## config.mk

```make
export PLATFORM = sky130hd
export DESIGN_NAME = key_value_text_lookup_unit_flat
export DESIGN_NICKNAME = d
export VERILOG_FILES = /design/src/sv/kvl_pkg.sv /design/src/sv/kvl_ifs.sv /design/src/sv/key_value_text_lookup_unit.sv /design/src/sv/kvl_front.sv /design/src/sv/kvl_fifo.sv /design/src/sv/kvl_back.sv /design/src/flat_wrapper.sv
export SDC_FILE = /design/constraint.sdc
export NUM_CORES = 1
export LEC_CHECK = 0
export BUFFER_PORTS_ARGS = -buffer_cell sky130_fd_sc_hd__buf_4
export CORE_MARGIN = 2
export CORE_UTILIZATION = 50
export DETAILED_ROUTE_END_ITERATION = 10
export PLACE_DENSITY = 0.69
export SYNTH_ARGS = -nofsm -noshare
export SYNTH_HDL_FRONTEND = slang
export SYNTH_SLANG_ARGS = --single-unit
```

## constraint.sdc

```tcl
create_clock -name clk_i -period 8.1 [get_ports clk_i]
set_input_delay 0.405 -clock clk_i [delete_from_list [all_inputs] [get_ports clk_i]]
set_output_delay 0.405 -clock clk_i [all_outputs]
set_load 0.05 [all_outputs]
```

## src/sv/kvl_pkg.sv

```systemverilog
// shared types and constants of the key/value text lookup unit
package kvl_pkg;

  // character codes
  localparam logic [7:0] CharEq     = 8'h3D;
  localparam logic [7:0] CharLParen = 8'h28;
  localparam logic [7:0] CharRParen = 8'h29;
  localparam logic [7:0] CharComma  = 8'h2C;
  localparam logic [7:0] CharDash   = 8'h2D;
  localparam logic [7:0] CharQuote  = 8'h22;
  localparam logic [7:0] CharZero   = 8'h30;
  localparam logic [7:0] CharNine   = 8'h39;
  localparam logic [7:0] CharNul    = 8'h00;
  localparam logic [7:0] CharSpace  = 8'h20;
  localparam logic [7:0] CharTab    = 8'h09;
  localparam logic [7:0] CharCr     = 8'h0D;
  localparam logic [7:0] CharLowA   = 8'h61;
  localparam logic [7:0] CharLowZ   = 8'h7A;
  localparam logic [7:0] CharUpA    = 8'h41;
  localparam logic [7:0] CharUpZ    = 8'h5A;

  // status codes
  localparam logic [2:0] StNotFound  = 3'd0;
  localparam logic [2:0] StFound     = 3'd1;
  localparam logic [2:0] StNoEquals  = 3'd2;
  localparam logic [2:0] StNoValue   = 3'd3;
  localparam logic [2:0] StOpenQuote = 3'd4;

  // value modes
  localparam logic [1:0] ModeInt   = 2'd0;
  localparam logic [1:0] ModeWord  = 2'd1;
  localparam logic [1:0] ModeQuote = 2'd2;

  // configuration register indexes
  localparam int unsigned CfgIdxW = 2;
  localparam logic [CfgIdxW-1:0] RegKeyChars  = 2'd0;
  localparam logic [CfgIdxW-1:0] RegKeyLength = 2'd1;
  localparam logic [CfgIdxW-1:0] RegValueMode = 2'd2;

  // depth of the queue between classifier and engine
  localparam int unsigned FifoDepth = 2;

  // match position saturates here
  localparam logic [3:0] MatchPosMax = 4'd15;

  // search phase of the engine
  typedef enum logic [4:0] {
    PhSeek      = 5'b00001,
    PhWantEq    = 5'b00010,
    PhWantValue = 5'b00100,
    PhInValue   = 5'b01000,
    PhInQuote   = 5'b10000
  } phase_e;

  // classified character
  typedef struct packed {
    logic [7:0] text_char;
    logic       end_of_text;
    logic       is_space;
    logic       is_word;
    logic       is_digit;
    logic       is_symbol;
    logic       is_quote;
    logic       is_nul;
  } item_t;

  // configuration registers
  typedef struct packed {
    logic [63:0] key_chars;
    logic [3:0]  key_length;
    logic [1:0]  value_mode;
  } cfg_t;

endpackage

```

## src/sv/kvl_ifs.sv

```systemverilog
// channel interfaces: text input, configuration writes, lookup results
interface kvl_in_if;
  logic       valid;
  logic       ready;
  logic [7:0] text_char;
  logic       end_of_text;

  modport source (output valid, output text_char, output end_of_text, input ready);
  modport sink (input valid, input text_char, input end_of_text, output ready);
endinterface

interface kvl_cfg_if;
  logic                       valid;
  logic                       ready;
  logic [kvl_pkg::CfgIdxW-1:0] index;
  logic [63:0]                data;

  modport source (output valid, output index, output data, input ready);
  modport sink (input valid, input index, input data, output ready);
endinterface

interface kvl_out_if;
  logic              valid;
  logic              ready;
  logic [2:0]        status;
  logic signed [31:0] number_value;
  logic [7:0]        value_char;
  logic              char_valid;
  logic              run_last;

  modport source (output valid, output status, output number_value, output value_char,
                  output char_valid, output run_last, input ready);
  modport sink (input valid, input status, input number_value, input value_char,
                input char_valid, input run_last, output ready);
endinterface

```

## src/sv/key_value_text_lookup_unit.sv

```systemverilog
// top level of the key/value text lookup unit
//
//   channel   dir  transaction carries
//   in_i      in   text_char, end_of_text
//   cfg_i     in   index (key_chars, key_length, value_mode), data
//   out_o     out  status, number_value, value_char, char_valid, run_last
//
// One character per cycle sustained unless an unread result stalls the engine.
// The engine step sets the rate; a character is queued, then its result registered.
// Reset clears the lookup state and sets the key to empty, length 1, integer mode.
// A two-entry queue sits between classifier and engine; the engine stalls only
// while an unread result holds the output register.
module key_value_text_lookup_unit #(
  parameter int unsigned MaxKeyChars = 8,
  parameter int unsigned NumberWidth = 32
) (
  input  logic       clk_i,
  input  logic       rst_ni,
  kvl_in_if.sink     in_i,
  kvl_cfg_if.sink    cfg_i,
  kvl_out_if.source  out_o
);

  kvl_pkg::cfg_t  cfg_q;
  kvl_pkg::item_t fr_item;
  kvl_pkg::item_t q_item;
  logic           fr_push;
  logic           q_full;
  logic           q_valid;
  logic           q_pop;

  // configuration registers
  assign cfg_i.ready = 1'b1;

  always_ff @(posedge clk_i or negedge rst_ni) begin
    if (!rst_ni) begin
      cfg_q.key_chars  <= '0;
      cfg_q.key_length <= 4'd1;
      cfg_q.value_mode <= kvl_pkg::ModeInt;
    end else if (cfg_i.valid) begin
      case (cfg_i.index)
        kvl_pkg::RegKeyChars:  cfg_q.key_chars  <= cfg_i.data;
        kvl_pkg::RegKeyLength: cfg_q.key_length <= cfg_i.data[3:0];
        kvl_pkg::RegValueMode: cfg_q.value_mode <= cfg_i.data[1:0];
        default: begin
        end
      endcase
    end
  end

  // classifier
  kvl_front u_front (
    .in_i   (in_i),
    .full_i (q_full),
    .push_o (fr_push),
    .item_o (fr_item)
  );

  // queue
  kvl_fifo u_fifo (
    .clk_i   (clk_i),
    .rst_ni  (rst_ni),
    .push_i  (fr_push),
    .item_i  (fr_item),
    .full_o  (q_full),
    .pop_i   (q_pop),
    .valid_o (q_valid),
    .item_o  (q_item)
  );

  // engine
  kvl_back #(
    .MaxKeyChars (MaxKeyChars),
    .NumberWidth (NumberWidth)
  ) u_back (
    .clk_i   (clk_i),
    .rst_ni  (rst_ni),
    .cfg_i   (cfg_q),
    .valid_i (q_valid),
    .item_i  (q_item),
    .pop_o   (q_pop),
    .out_o   (out_o)
  );

endmodule

```

## src/sv/kvl_front.sv

```systemverilog
// front end: accepts text characters and classifies them for the engine
module kvl_front (
  kvl_in_if.sink          in_i,
  input  logic            full_i,
  output logic            push_o,
  output kvl_pkg::item_t  item_o
);

  logic [7:0] c;

  assign c = in_i.text_char;

  // accept whenever the queue has room
  assign in_i.ready = !full_i;
  assign push_o     = in_i.valid && !full_i;

  // character classes
  always_comb begin
    item_o             = '0;
    item_o.text_char   = c;
    item_o.end_of_text = in_i.end_of_text;
    item_o.is_space    = (c == kvl_pkg::CharSpace) ||
                         (c inside {[kvl_pkg::CharTab:kvl_pkg::CharCr]});
    item_o.is_digit    = c inside {[kvl_pkg::CharZero:kvl_pkg::CharNine]};
    item_o.is_word     = c inside {[kvl_pkg::CharLowA:kvl_pkg::CharLowZ],
                                   [kvl_pkg::CharUpA:kvl_pkg::CharUpZ],
                                   [kvl_pkg::CharZero:kvl_pkg::CharNine],
                                   kvl_pkg::CharDash};
    item_o.is_symbol   = c inside {kvl_pkg::CharEq, kvl_pkg::CharLParen,
                                   kvl_pkg::CharRParen, kvl_pkg::CharComma};
    item_o.is_quote    = (c == kvl_pkg::CharQuote);
    item_o.is_nul      = (c == kvl_pkg::CharNul);
  end

endmodule

```

## src/sv/kvl_fifo.sv

```systemverilog
// short queue of classified characters between front end and engine
module kvl_fifo (
  input  logic           clk_i,
  input  logic           rst_ni,
  input  logic           push_i,
  input  kvl_pkg::item_t item_i,
  output logic           full_o,
  input  logic           pop_i,
  output logic           valid_o,
  output kvl_pkg::item_t item_o
);

  localparam int unsigned PtrW = (kvl_pkg::FifoDepth > 1) ? $clog2(kvl_pkg::FifoDepth) : 1;
  localparam int unsigned CntW = $clog2(kvl_pkg::FifoDepth + 1);

  kvl_pkg::item_t  mem_q [kvl_pkg::FifoDepth];
  logic [PtrW-1:0] wr_ptr_q, wr_ptr_d;
  logic [PtrW-1:0] rd_ptr_q, rd_ptr_d;
  logic [CntW-1:0] cnt_q, cnt_d;
  logic            do_push, do_pop;

  assign full_o  = (cnt_q == CntW'(kvl_pkg::FifoDepth));
  assign valid_o = (cnt_q != '0);
  assign item_o  = mem_q[rd_ptr_q];
  assign do_push = push_i && !full_o;
  assign do_pop  = pop_i && valid_o;

  // pointer and count update
  always_comb begin
    wr_ptr_d = wr_ptr_q;
    rd_ptr_d = rd_ptr_q;
    cnt_d    = cnt_q;
    if (do_push) begin
      wr_ptr_d = (wr_ptr_q == PtrW'(kvl_pkg::FifoDepth - 1)) ? '0 : wr_ptr_q + 1'b1;
    end
    if (do_pop) begin
      rd_ptr_d = (rd_ptr_q == PtrW'(kvl_pkg::FifoDepth - 1)) ? '0 : rd_ptr_q + 1'b1;
    end
    if (do_push && !do_pop) begin
      cnt_d = cnt_q + 1'b1;
    end else if (do_pop && !do_push) begin
      cnt_d = cnt_q - 1'b1;
    end
  end

  always_ff @(posedge clk_i or negedge rst_ni) begin
    if (!rst_ni) begin
      wr_ptr_q <= '0;
      rd_ptr_q <= '0;
      cnt_q    <= '0;
    end else begin
      wr_ptr_q <= wr_ptr_d;
      rd_ptr_q <= rd_ptr_d;
      cnt_q    <= cnt_d;
    end
  end

  // storage
  always_ff @(posedge clk_i) begin
    if (do_push) begin
      mem_q[wr_ptr_q] <= item_i;
    end
  end

endmodule

```

## src/sv/kvl_back.sv

```systemverilog
// engine: token state machine, key match, value parse and result register
module kvl_back #(
  parameter int unsigned MaxKeyChars = 8,
  parameter int unsigned NumberWidth = 32
) (
  input  logic           clk_i,
  input  logic           rst_ni,
  input  kvl_pkg::cfg_t  cfg_i,
  input  logic           valid_i,
  input  kvl_pkg::item_t item_i,
  output logic           pop_o,
  kvl_out_if.source      out_o
);

  typedef struct packed {
    kvl_pkg::phase_e        phase;
    logic                   tok_word;
    logic [3:0]             mpos;
    logic                   mok;
    logic [NumberWidth-1:0] acc;
    logic                   neg;
    logic                   dig_end;
    logic                   done;
    logic                   hr;
    logic [2:0]             st;
    logic [31:0]            num;
    logic [7:0]             ch;
    logic                   cv;
    logic                   last;
  } eng_t;

  // lookup state after reset: seeking the key, match still possible
  localparam eng_t EngReset = '{phase: kvl_pkg::PhSeek, mok: 1'b1, default: '0};

  eng_t       eng_q, eng_d;
  logic       out_valid_q, out_valid_d;
  logic       fire;
  logic [3:0] klen;
  logic       mode_int;
  logic       mode_quote;

  // effective key length and mode
  always_comb begin
    klen = cfg_i.key_length;
    if (klen == 4'd0) begin
      klen = 4'd1;
    end else if (klen > 4'(MaxKeyChars)) begin
      klen = 4'(MaxKeyChars);
    end
  end

  assign mode_int   = !(cfg_i.value_mode inside {kvl_pkg::ModeWord, kvl_pkg::ModeQuote});
  assign mode_quote = (cfg_i.value_mode == kvl_pkg::ModeQuote);

  function automatic eng_t f_emit(eng_t s, logic [2:0] st, logic [31:0] num,
                                  logic [7:0] ch, logic cv, logic last);
    eng_t r;
    r      = s;
    r.hr   = 1'b1;
    r.st   = st;
    r.num  = num;
    r.ch   = ch;
    r.cv   = cv;
    r.last = last;
    if (last) begin
      r.done = 1'b1;
    end
    return r;
  endfunction

  function automatic logic [7:0] f_key_byte(logic [63:0] key, logic [3:0] p);
    return key[8*p[2:0] +: 8];
  endfunction

  // add one character to the current word
  function automatic eng_t f_extend(eng_t s, kvl_pkg::item_t it, logic [3:0] kl,
                                    logic [63:0] key, logic m_int);
    eng_t                   r;
    logic [NumberWidth-1:0] limit;
    logic [NumberWidth+3:0] prod;
    logic [3:0]             d;
    r     = s;
    limit = {1'b1, {(NumberWidth-1){1'b0}}} - NumberWidth'(!s.neg);
    d     = 4'(it.text_char - kvl_pkg::CharZero);
    prod  = ({4'b0, s.acc} << 3) + ({4'b0, s.acc} << 1) + (NumberWidth+4)'(d);
    if (s.phase == kvl_pkg::PhSeek) begin
      if (!(s.mpos < kl && it.text_char == f_key_byte(key, s.mpos))) begin
        r.mok = 1'b0;
      end
    end else if (m_int) begin
      if (s.mpos == 4'd0 && it.text_char == kvl_pkg::CharDash) begin
        r.neg = 1'b1;
      end else if (!s.dig_end && it.is_digit) begin
        if (prod > (NumberWidth+4)'(limit)) begin
          r.acc = limit;
        end else begin
          r.acc = prod[NumberWidth-1:0];
        end
      end else begin
        r.dig_end = 1'b1;
      end
    end else begin
      r = f_emit(r, kvl_pkg::StFound, '0, it.text_char, 1'b1, 1'b0);
    end
    if (s.mpos < kvl_pkg::MatchPosMax) begin
      r.mpos = s.mpos + 4'd1;
    end
    return r;
  endfunction

  // end of the current word
  function automatic eng_t f_close(eng_t s, logic [3:0] kl, logic m_int);
    eng_t                   r;
    logic [NumberWidth-1:0] sv;
    r          = s;
    r.tok_word = 1'b0;
    sv         = s.neg ? (~s.acc + 1'b1) : s.acc;
    if (s.phase == kvl_pkg::PhSeek) begin
      if (s.mok && s.mpos == kl) begin
        r.phase = kvl_pkg::PhWantEq;
      end
    end else if (m_int) begin
      r = f_emit(r, kvl_pkg::StFound, 32'($signed(sv)), 8'd0, 1'b0, 1'b1);
    end else if (s.hr) begin
      r.last = 1'b1;
      r.done = 1'b1;
    end else begin
      r = f_emit(r, kvl_pkg::StFound, '0, 8'd0, 1'b0, 1'b1);
    end
    return r;
  endfunction

  // first character of a new token
  function automatic eng_t f_start(eng_t s, kvl_pkg::item_t it, logic [3:0] kl,
                                   logic [63:0] key, logic m_int, logic m_quote);
    eng_t r;
    r = s;
    if (it.is_space || it.is_nul) begin
      return r;
    end
    if (s.phase == kvl_pkg::PhWantValue && m_quote) begin
      if (it.is_quote) begin
        r.phase = kvl_pkg::PhInQuote;
      end else begin
        r = f_emit(r, kvl_pkg::StNoValue, '0, 8'd0, 1'b0, 1'b1);
      end
      return r;
    end
    if (it.is_word) begin
      if (s.phase == kvl_pkg::PhWantEq) begin
        return f_emit(r, kvl_pkg::StNoEquals, '0, 8'd0, 1'b0, 1'b1);
      end
      if (s.phase == kvl_pkg::PhWantValue) begin
        r.phase = kvl_pkg::PhInValue;
      end
      r.tok_word = 1'b1;
      r.mpos     = 4'd0;
      r.mok      = 1'b1;
      r.acc      = '0;
      r.neg      = 1'b0;
      r.dig_end  = 1'b0;
      return f_extend(r, it, kl, key, m_int);
    end
    if (s.phase == kvl_pkg::PhSeek) begin
      if (it.is_symbol && kl == 4'd1 && it.text_char == f_key_byte(key, 4'd0)) begin
        r.phase = kvl_pkg::PhWantEq;
      end
    end else if (s.phase == kvl_pkg::PhWantEq) begin
      if (it.text_char == kvl_pkg::CharEq) begin
        r.phase = kvl_pkg::PhWantValue;
      end else begin
        r = f_emit(r, kvl_pkg::StNoEquals, '0, 8'd0, 1'b0, 1'b1);
      end
    end else if (m_int) begin
      r = f_emit(r, kvl_pkg::StFound, '0, 8'd0, 1'b0, 1'b1);
    end else begin
      r = f_emit(r, kvl_pkg::StFound, '0, it.text_char, 1'b1, 1'b1);
    end
    return r;
  endfunction

  // one character step
  always_comb begin
    logic term;
    eng_d      = eng_q;
    eng_d.hr   = 1'b0;
    eng_d.st   = kvl_pkg::StNotFound;
    eng_d.num  = '0;
    eng_d.ch   = 8'd0;
    eng_d.cv   = 1'b0;
    eng_d.last = 1'b0;
    term       = item_i.end_of_text || item_i.is_nul;

    if (!eng_d.done) begin
      if (eng_d.phase == kvl_pkg::PhInQuote) begin
        if (item_i.is_quote) begin
          eng_d = f_emit(eng_d, kvl_pkg::StFound, '0, 8'd0, 1'b0, 1'b1);
        end else if (term) begin
          eng_d = f_emit(eng_d, kvl_pkg::StOpenQuote, '0, 8'd0, 1'b0, 1'b1);
        end else begin
          eng_d = f_emit(eng_d, kvl_pkg::StFound, '0, item_i.text_char, 1'b1, 1'b0);
        end
      end else begin
        if (eng_d.tok_word) begin
          if (item_i.is_word) begin
            eng_d = f_extend(eng_d, item_i, klen, cfg_i.key_chars, mode_int);
          end else begin
            eng_d = f_close(eng_d, klen, mode_int);
          end
          if (!eng_d.done && !item_i.is_word) begin
            eng_d = f_start(eng_d, item_i, klen, cfg_i.key_chars, mode_int, mode_quote);
          end
        end else begin
          eng_d = f_start(eng_d, item_i, klen, cfg_i.key_chars, mode_int, mode_quote);
        end
        // text ends: conclude with a status
        if (term && !eng_d.done) begin
          if (eng_d.tok_word) begin
            eng_d = f_close(eng_d, klen, mode_int);
          end
          if (!eng_d.done) begin
            case (eng_d.phase)
              kvl_pkg::PhSeek: begin
                eng_d = f_emit(eng_d, kvl_pkg::StNotFound, '0, 8'd0, 1'b0, 1'b1);
              end
              kvl_pkg::PhWantEq: begin
                eng_d = f_emit(eng_d, kvl_pkg::StNoEquals, '0, 8'd0, 1'b0, 1'b1);
              end
              kvl_pkg::PhInQuote: begin
                eng_d = f_emit(eng_d, kvl_pkg::StOpenQuote, '0, 8'd0, 1'b0, 1'b1);
              end
              default: begin
                eng_d = f_emit(eng_d, kvl_pkg::StNoValue, '0, 8'd0, 1'b0, 1'b1);
              end
            endcase
          end
        end
      end
    end

    // end of text clears the lookup
    if (item_i.end_of_text) begin
      eng_d.phase    = kvl_pkg::PhSeek;
      eng_d.tok_word = 1'b0;
      eng_d.mpos     = 4'd0;
      eng_d.mok      = 1'b1;
      eng_d.acc      = '0;
      eng_d.neg      = 1'b0;
      eng_d.dig_end  = 1'b0;
      eng_d.done     = 1'b0;
    end
  end

  // take a character when the result register is free or being drained
  assign fire        = valid_i && (!out_valid_q || out_o.ready);
  assign pop_o       = fire;
  assign out_valid_d = fire ? eng_d.hr : (out_valid_q && !out_o.ready);

  always_ff @(posedge clk_i or negedge rst_ni) begin
    if (!rst_ni) begin
      eng_q       <= EngReset;
      out_valid_q <= 1'b0;
    end else begin
      out_valid_q <= out_valid_d;
      if (fire) begin
        eng_q <= eng_d;
      end
    end
  end

  // result fields come straight from the step register
  assign out_o.valid        = out_valid_q;
  assign out_o.status       = eng_q.st;
  assign out_o.number_value = $signed(eng_q.num);
  assign out_o.value_char   = eng_q.ch;
  assign out_o.char_valid   = eng_q.cv;
  assign out_o.run_last     = eng_q.last;

endmodule

```

## src/flat_wrapper.sv

```systemverilog
// flat-port wrapper written by rule: the top's interface ports become plain ports
module key_value_text_lookup_unit_flat 
#(
  parameter int unsigned MaxKeyChars = 8,
  parameter int unsigned NumberWidth = 32
)
  (clk_i, rst_ni, in_i_valid, in_i_text_char, in_i_end_of_text, in_i_ready, cfg_i_valid, cfg_i_index, cfg_i_data, cfg_i_ready, out_o_valid, out_o_status, out_o_number_value, out_o_value_char, out_o_char_valid, out_o_run_last, out_o_ready);
  kvl_in_if in_i_i ();
  kvl_cfg_if cfg_i_i ();
  kvl_out_if out_o_i ();
  input  logic clk_i;
  input  logic rst_ni;
  input wire logic [$bits(in_i_i.valid)-1:0] in_i_valid;
  input wire logic [$bits(in_i_i.text_char)-1:0] in_i_text_char;
  input wire logic [$bits(in_i_i.end_of_text)-1:0] in_i_end_of_text;
  output wire logic [$bits(in_i_i.ready)-1:0] in_i_ready;
  input wire logic [$bits(cfg_i_i.valid)-1:0] cfg_i_valid;
  input wire logic [$bits(cfg_i_i.index)-1:0] cfg_i_index;
  input wire logic [$bits(cfg_i_i.data)-1:0] cfg_i_data;
  output wire logic [$bits(cfg_i_i.ready)-1:0] cfg_i_ready;
  output wire logic [$bits(out_o_i.valid)-1:0] out_o_valid;
  output wire logic [$bits(out_o_i.status)-1:0] out_o_status;
  output wire logic [$bits(out_o_i.number_value)-1:0] out_o_number_value;
  output wire logic [$bits(out_o_i.value_char)-1:0] out_o_value_char;
  output wire logic [$bits(out_o_i.char_valid)-1:0] out_o_char_valid;
  output wire logic [$bits(out_o_i.run_last)-1:0] out_o_run_last;
  input wire logic [$bits(out_o_i.ready)-1:0] out_o_ready;
  assign in_i_i.valid = in_i_valid;
  assign in_i_i.text_char = in_i_text_char;
  assign in_i_i.end_of_text = in_i_end_of_text;
  assign in_i_ready = in_i_i.ready;
  assign cfg_i_i.valid = cfg_i_valid;
  assign cfg_i_i.index = cfg_i_index;
  assign cfg_i_i.data = cfg_i_data;
  assign cfg_i_ready = cfg_i_i.ready;
  assign out_o_valid = out_o_i.valid;
  assign out_o_status = out_o_i.status;
  assign out_o_number_value = out_o_i.number_value;
  assign out_o_value_char = out_o_i.value_char;
  assign out_o_char_valid = out_o_i.char_valid;
  assign out_o_run_last = out_o_i.run_last;
  assign out_o_i.ready = out_o_ready;
  key_value_text_lookup_unit #(.MaxKeyChars(MaxKeyChars), .NumberWidth(NumberWidth)) u_core (.clk_i(clk_i), .rst_ni(rst_ni), .in_i(in_i_i), .cfg_i(cfg_i_i), .out_o(out_o_i));
endmodule
```

==> flow_summary.yaml <==
cells_and_area:
  final_area_um2: 16830
  multi_input_area_um2: 9326
  syn2layout_area_growth_pct: 10.90
  fin_nets: 1918
  n_antenna_cell: 0
  fillers: 2766
  drive_above_1_share: 0.1818
  ff_latch_area_um2: 5060
detailed_routing:
  drt_wl_total_mm: 46.56
  via_per_inst: 6.344
  dr_total_vias: 13540
  drtAntennaViolNets: 0
  drc_errors: 0
  drtIter0Drc: 1139
  wl_per_cell_um: 21.82
  first_pass_iters: 7
synth:
  syn-cell-area_um2: 15180
  synth_cells: 1675
  synthFlopType: "dfrtp_1"
  synth_nets: 1862
  syn_area_per_cell_um2: 9.061
  synthArstFlopShare: 0.8469
  synth_edf_count: 30
  ys_seq_elements: 196
  synth_cell_types: 94
  yosysWarnings: 0
  synth-seq-area-share: 0.3333
place:
  gp_congestion: 0.9676
  port_buffers: 126
  dpl-instance-area_um2: 16240
  dpl.hpwl_mm: 34.74
clock_tree:
  clockBufferDepth: 2
  htreeDepth: 4
  clkLatencyLatePin_ns: 0.45
  path_clk_slew_ns: 0.07
  cts-buffers-inserted: 17
  cts_resized: 0
  clock_sinks: 196
  root_buffer: "clkbuf_16"
  cts_tree: "built"
flow_run:
  maxCapViolCount: 0
critical_path:
  setup.worst_path.start_class: "register"
  cpPeakStageDelay_ns: 0.53
  crit_fanout: 6
  worstPathRequired_ns: 8.38
  cpLargestDelayFamily: "compound AO/OA/AOI/OAI gates"
  cp-startpoint: "u_core.u_fifo.rd_ptr_q"
  crit_type: "register to register"
  critPathBufInv: 3
  slowest_stage: "fa_1"
  r2r-start: "u_core.u_fifo.rd_ptr_q"
  endpoint_kind: "register"
  crit_arrival_ns: 7.94
min_path:
  hp-start: "in_i_end_of_text"
  hp-class: "input port to register"
floorplanning:
  initial_core_util: 0.5094
  die_width_um: 178.2
  die_h_um: 178.2
  die-area_um2: 31760
  ios: 128
  core_um2: 29800
  rows: 63
global_routing:
  grt_pass1_wl_mm: 73.60
  antenna_found_initial: 1
  grt_max_degree: 73
  grt_pass1_vias: 13490
  grt.overflow.total: 0
  grt_usage: 0.2989
timing:
  fin_tns_setup_ns: 0
  period_needed_ns: 7.661
  slew_violations: 0
  period_share: 0.9458
  setup_violations: 0
  clock_skew_ns: 0.01350
  rsz0062_at_grt: "no"
  max_slew_margin: 0.2038
  hold_viol: 0
  max_freq_ghz: 0.1305
  tightestPinTransition_ns: 1.191
power_and_ir_drop:
  static-leakage-power_nw: 7.494
  p_per_area_nw_per_um2: 197.2
  irDropWorstVdd_uv: 221.3
outcome:
  status: "finished clean"
-- flip-flops by register name, summed over array words and instances (netlist names) --
name / flops
u_core.cfg_q: 70
u_core.u_back.eng_q: 46
u_core.u_back.out_o.number_value: 32
u_core.u_fifo.mem_q: 30
u_core.u_back.out_o.value_char: 8
u_core.u_back.out_o.status: 3
u_core.u_fifo.cnt_q: 2
u_core.u_back.out_o.char_valid: 1
u_core.u_back.out_o.run_last: 1
u_core.u_back.out_o.valid: 1
u_core.u_fifo.rd_ptr_q: 1
u_core.u_fifo.wr_ptr_q: 1
-- synthesized netlist by cell type (all sizes together) (14+ instances only) --
master,number,share of area
nand2,164,0.041
dfrtp,163,0.27
o21ai,145,0.048
nor2,134,0.033
a21oi,110,0.037
ha,105,0.087
mux2,76,0.057
clkbuf,74,0.018
xnor2,72,0.042
buf,55,0.026
xor2,38,0.022
nand3,37,0.012
inv,34,0.0084
a22oi,32,0.016
nor3,32,0.011
edfxtp,30,0.059
nand4,27,0.012
mux2i,25,0.017
nor4,23,0.010
a31oi,20,0.0082
a22o,19,0.011
and3,16,0.0066
mux4,16,0.024
a21o,14,0.0069
-- cells in the final DEF (no fill, tap or decap), types with 8 or more instances in the layout --
master / instances
buf_4: 164
nand2_1: 163
dfrtp_1: 162
nor2_1: 132
o21ai_0: 117
a21oi_1: 109
ha_1: 105
mux2_2: 75
xnor2_1: 72
xor2_1: 38
nand3_1: 37
inv_1: 33
a22oi_1: 32
nor3_1: 31
edfxtp_1: 30
o21ai_1: 26
nand4_1: 26
mux2i_1: 24
nor4_1: 21
a31oi_1: 20
a22o_1: 19
clkbuf_16: 18
and3_1: 16
mux4_2: 16
a21o_1: 14
a211oi_1: 12
or3_1: 11
o31ai_1: 11
o41ai_1: 11
and2_1: 10
nand2b_1: 9
o211ai_1: 8
o21bai_1: 8
-- through the flow --
stage / hold slack [ns] / setup WS [ns] / std cells / utilization / total power [mW]
finish: 0.1409 / 0.4386 / 2134 / 0.5649 / 3.319
floorplan: 0.1094 / 0.8446 / 1675 / - / 2.068
CTS: 0.1352 / 0.5068 / 2132 / 0.5644 / 3.316
detailed placement: 0.3507 / 0.5715 / 2099 / 0.5449 / 2.487
global route: 0.1388 / 0.0002718 / 2134 / 0.5649 / 3.481
global placement: 0.3495 / 0.7379 / 2099 / 0.5449 / 2.471
-- what timing repair did --
action	in CTS	in global routing
setup endpoints to repair	0	1
setup buffers	0	2
hold buffers	1	0
endpoints found under the hold margin	44	0
-- final timing paths --
check | endpoint | slack [ns] | cells after the start
min reg2reg | u_core.u_back.out_o.char_valid | 0.48 | 2
min in group asynchronous | u_core.cfg_q[28] | 0.44 | 2
min | u_core.u_fifo.mem_q[0][6] | 0.14 | 1
max reg2reg | u_core.u_back.out_o.number_value[20] | 0.44 | 30
max | u_core.u_back.out_o.number_value[20] | 0.44 | 30
max in group asynchronous | u_core.u_back.eng_q[54] | 5.71 | 4
-- where the power goes --
part | total, mW | internal (mW) | switching (mW)
Combinational | 1.26 | 0.433 | 0.827
Clock | 0.830 | 0.436 | 0.394
Sequential | 1.23 | 1.14 | 0.0854
Total | 3.32 | 2.01 | 1.31
-- layer usage --
| metal | GRT usage | vias to the layer above | wire (um) |
|---|---|---|---|
| li1 | - | 6290 | - |
| met1 | 0.3912 | 6542 | 19530 |
| met2 | 0.4927 | 588 | 22020 |
| met3 | 0.04369 | 119 | 3220 |
| met4 | 0.1328 | 0 | 1789 |
| met5 | 0 | - | 0 |
-- cell type report --
class | instances | share of cell area
well taps | 390 | 0.02899
multi-input cells | 1314 | 0.5541
flip-flops and latches | 196 | 0.3006
inverters | 36 | 0.008029
clock inverters | 10 | 0.004981
clock buffers | 22 | 0.02884
repair buffers | 166 | 0.07441
-- logic make-up after synthesis --
kind of cell,Yosys count,share of synthesized area
adder cells (fa/ha/maj),107,0.08920
XOR/XNOR,110,0.06348
multiplexers,117,0.09711
buffers and inverters,165,0.05359
flip-flops,196,0.3333
AND/OR/NAND/NOR,506,0.1605
other,1,0.0002471
AO/OA/AOI/OAI,473,0.2026
Power figures use the tool's default switching activity.
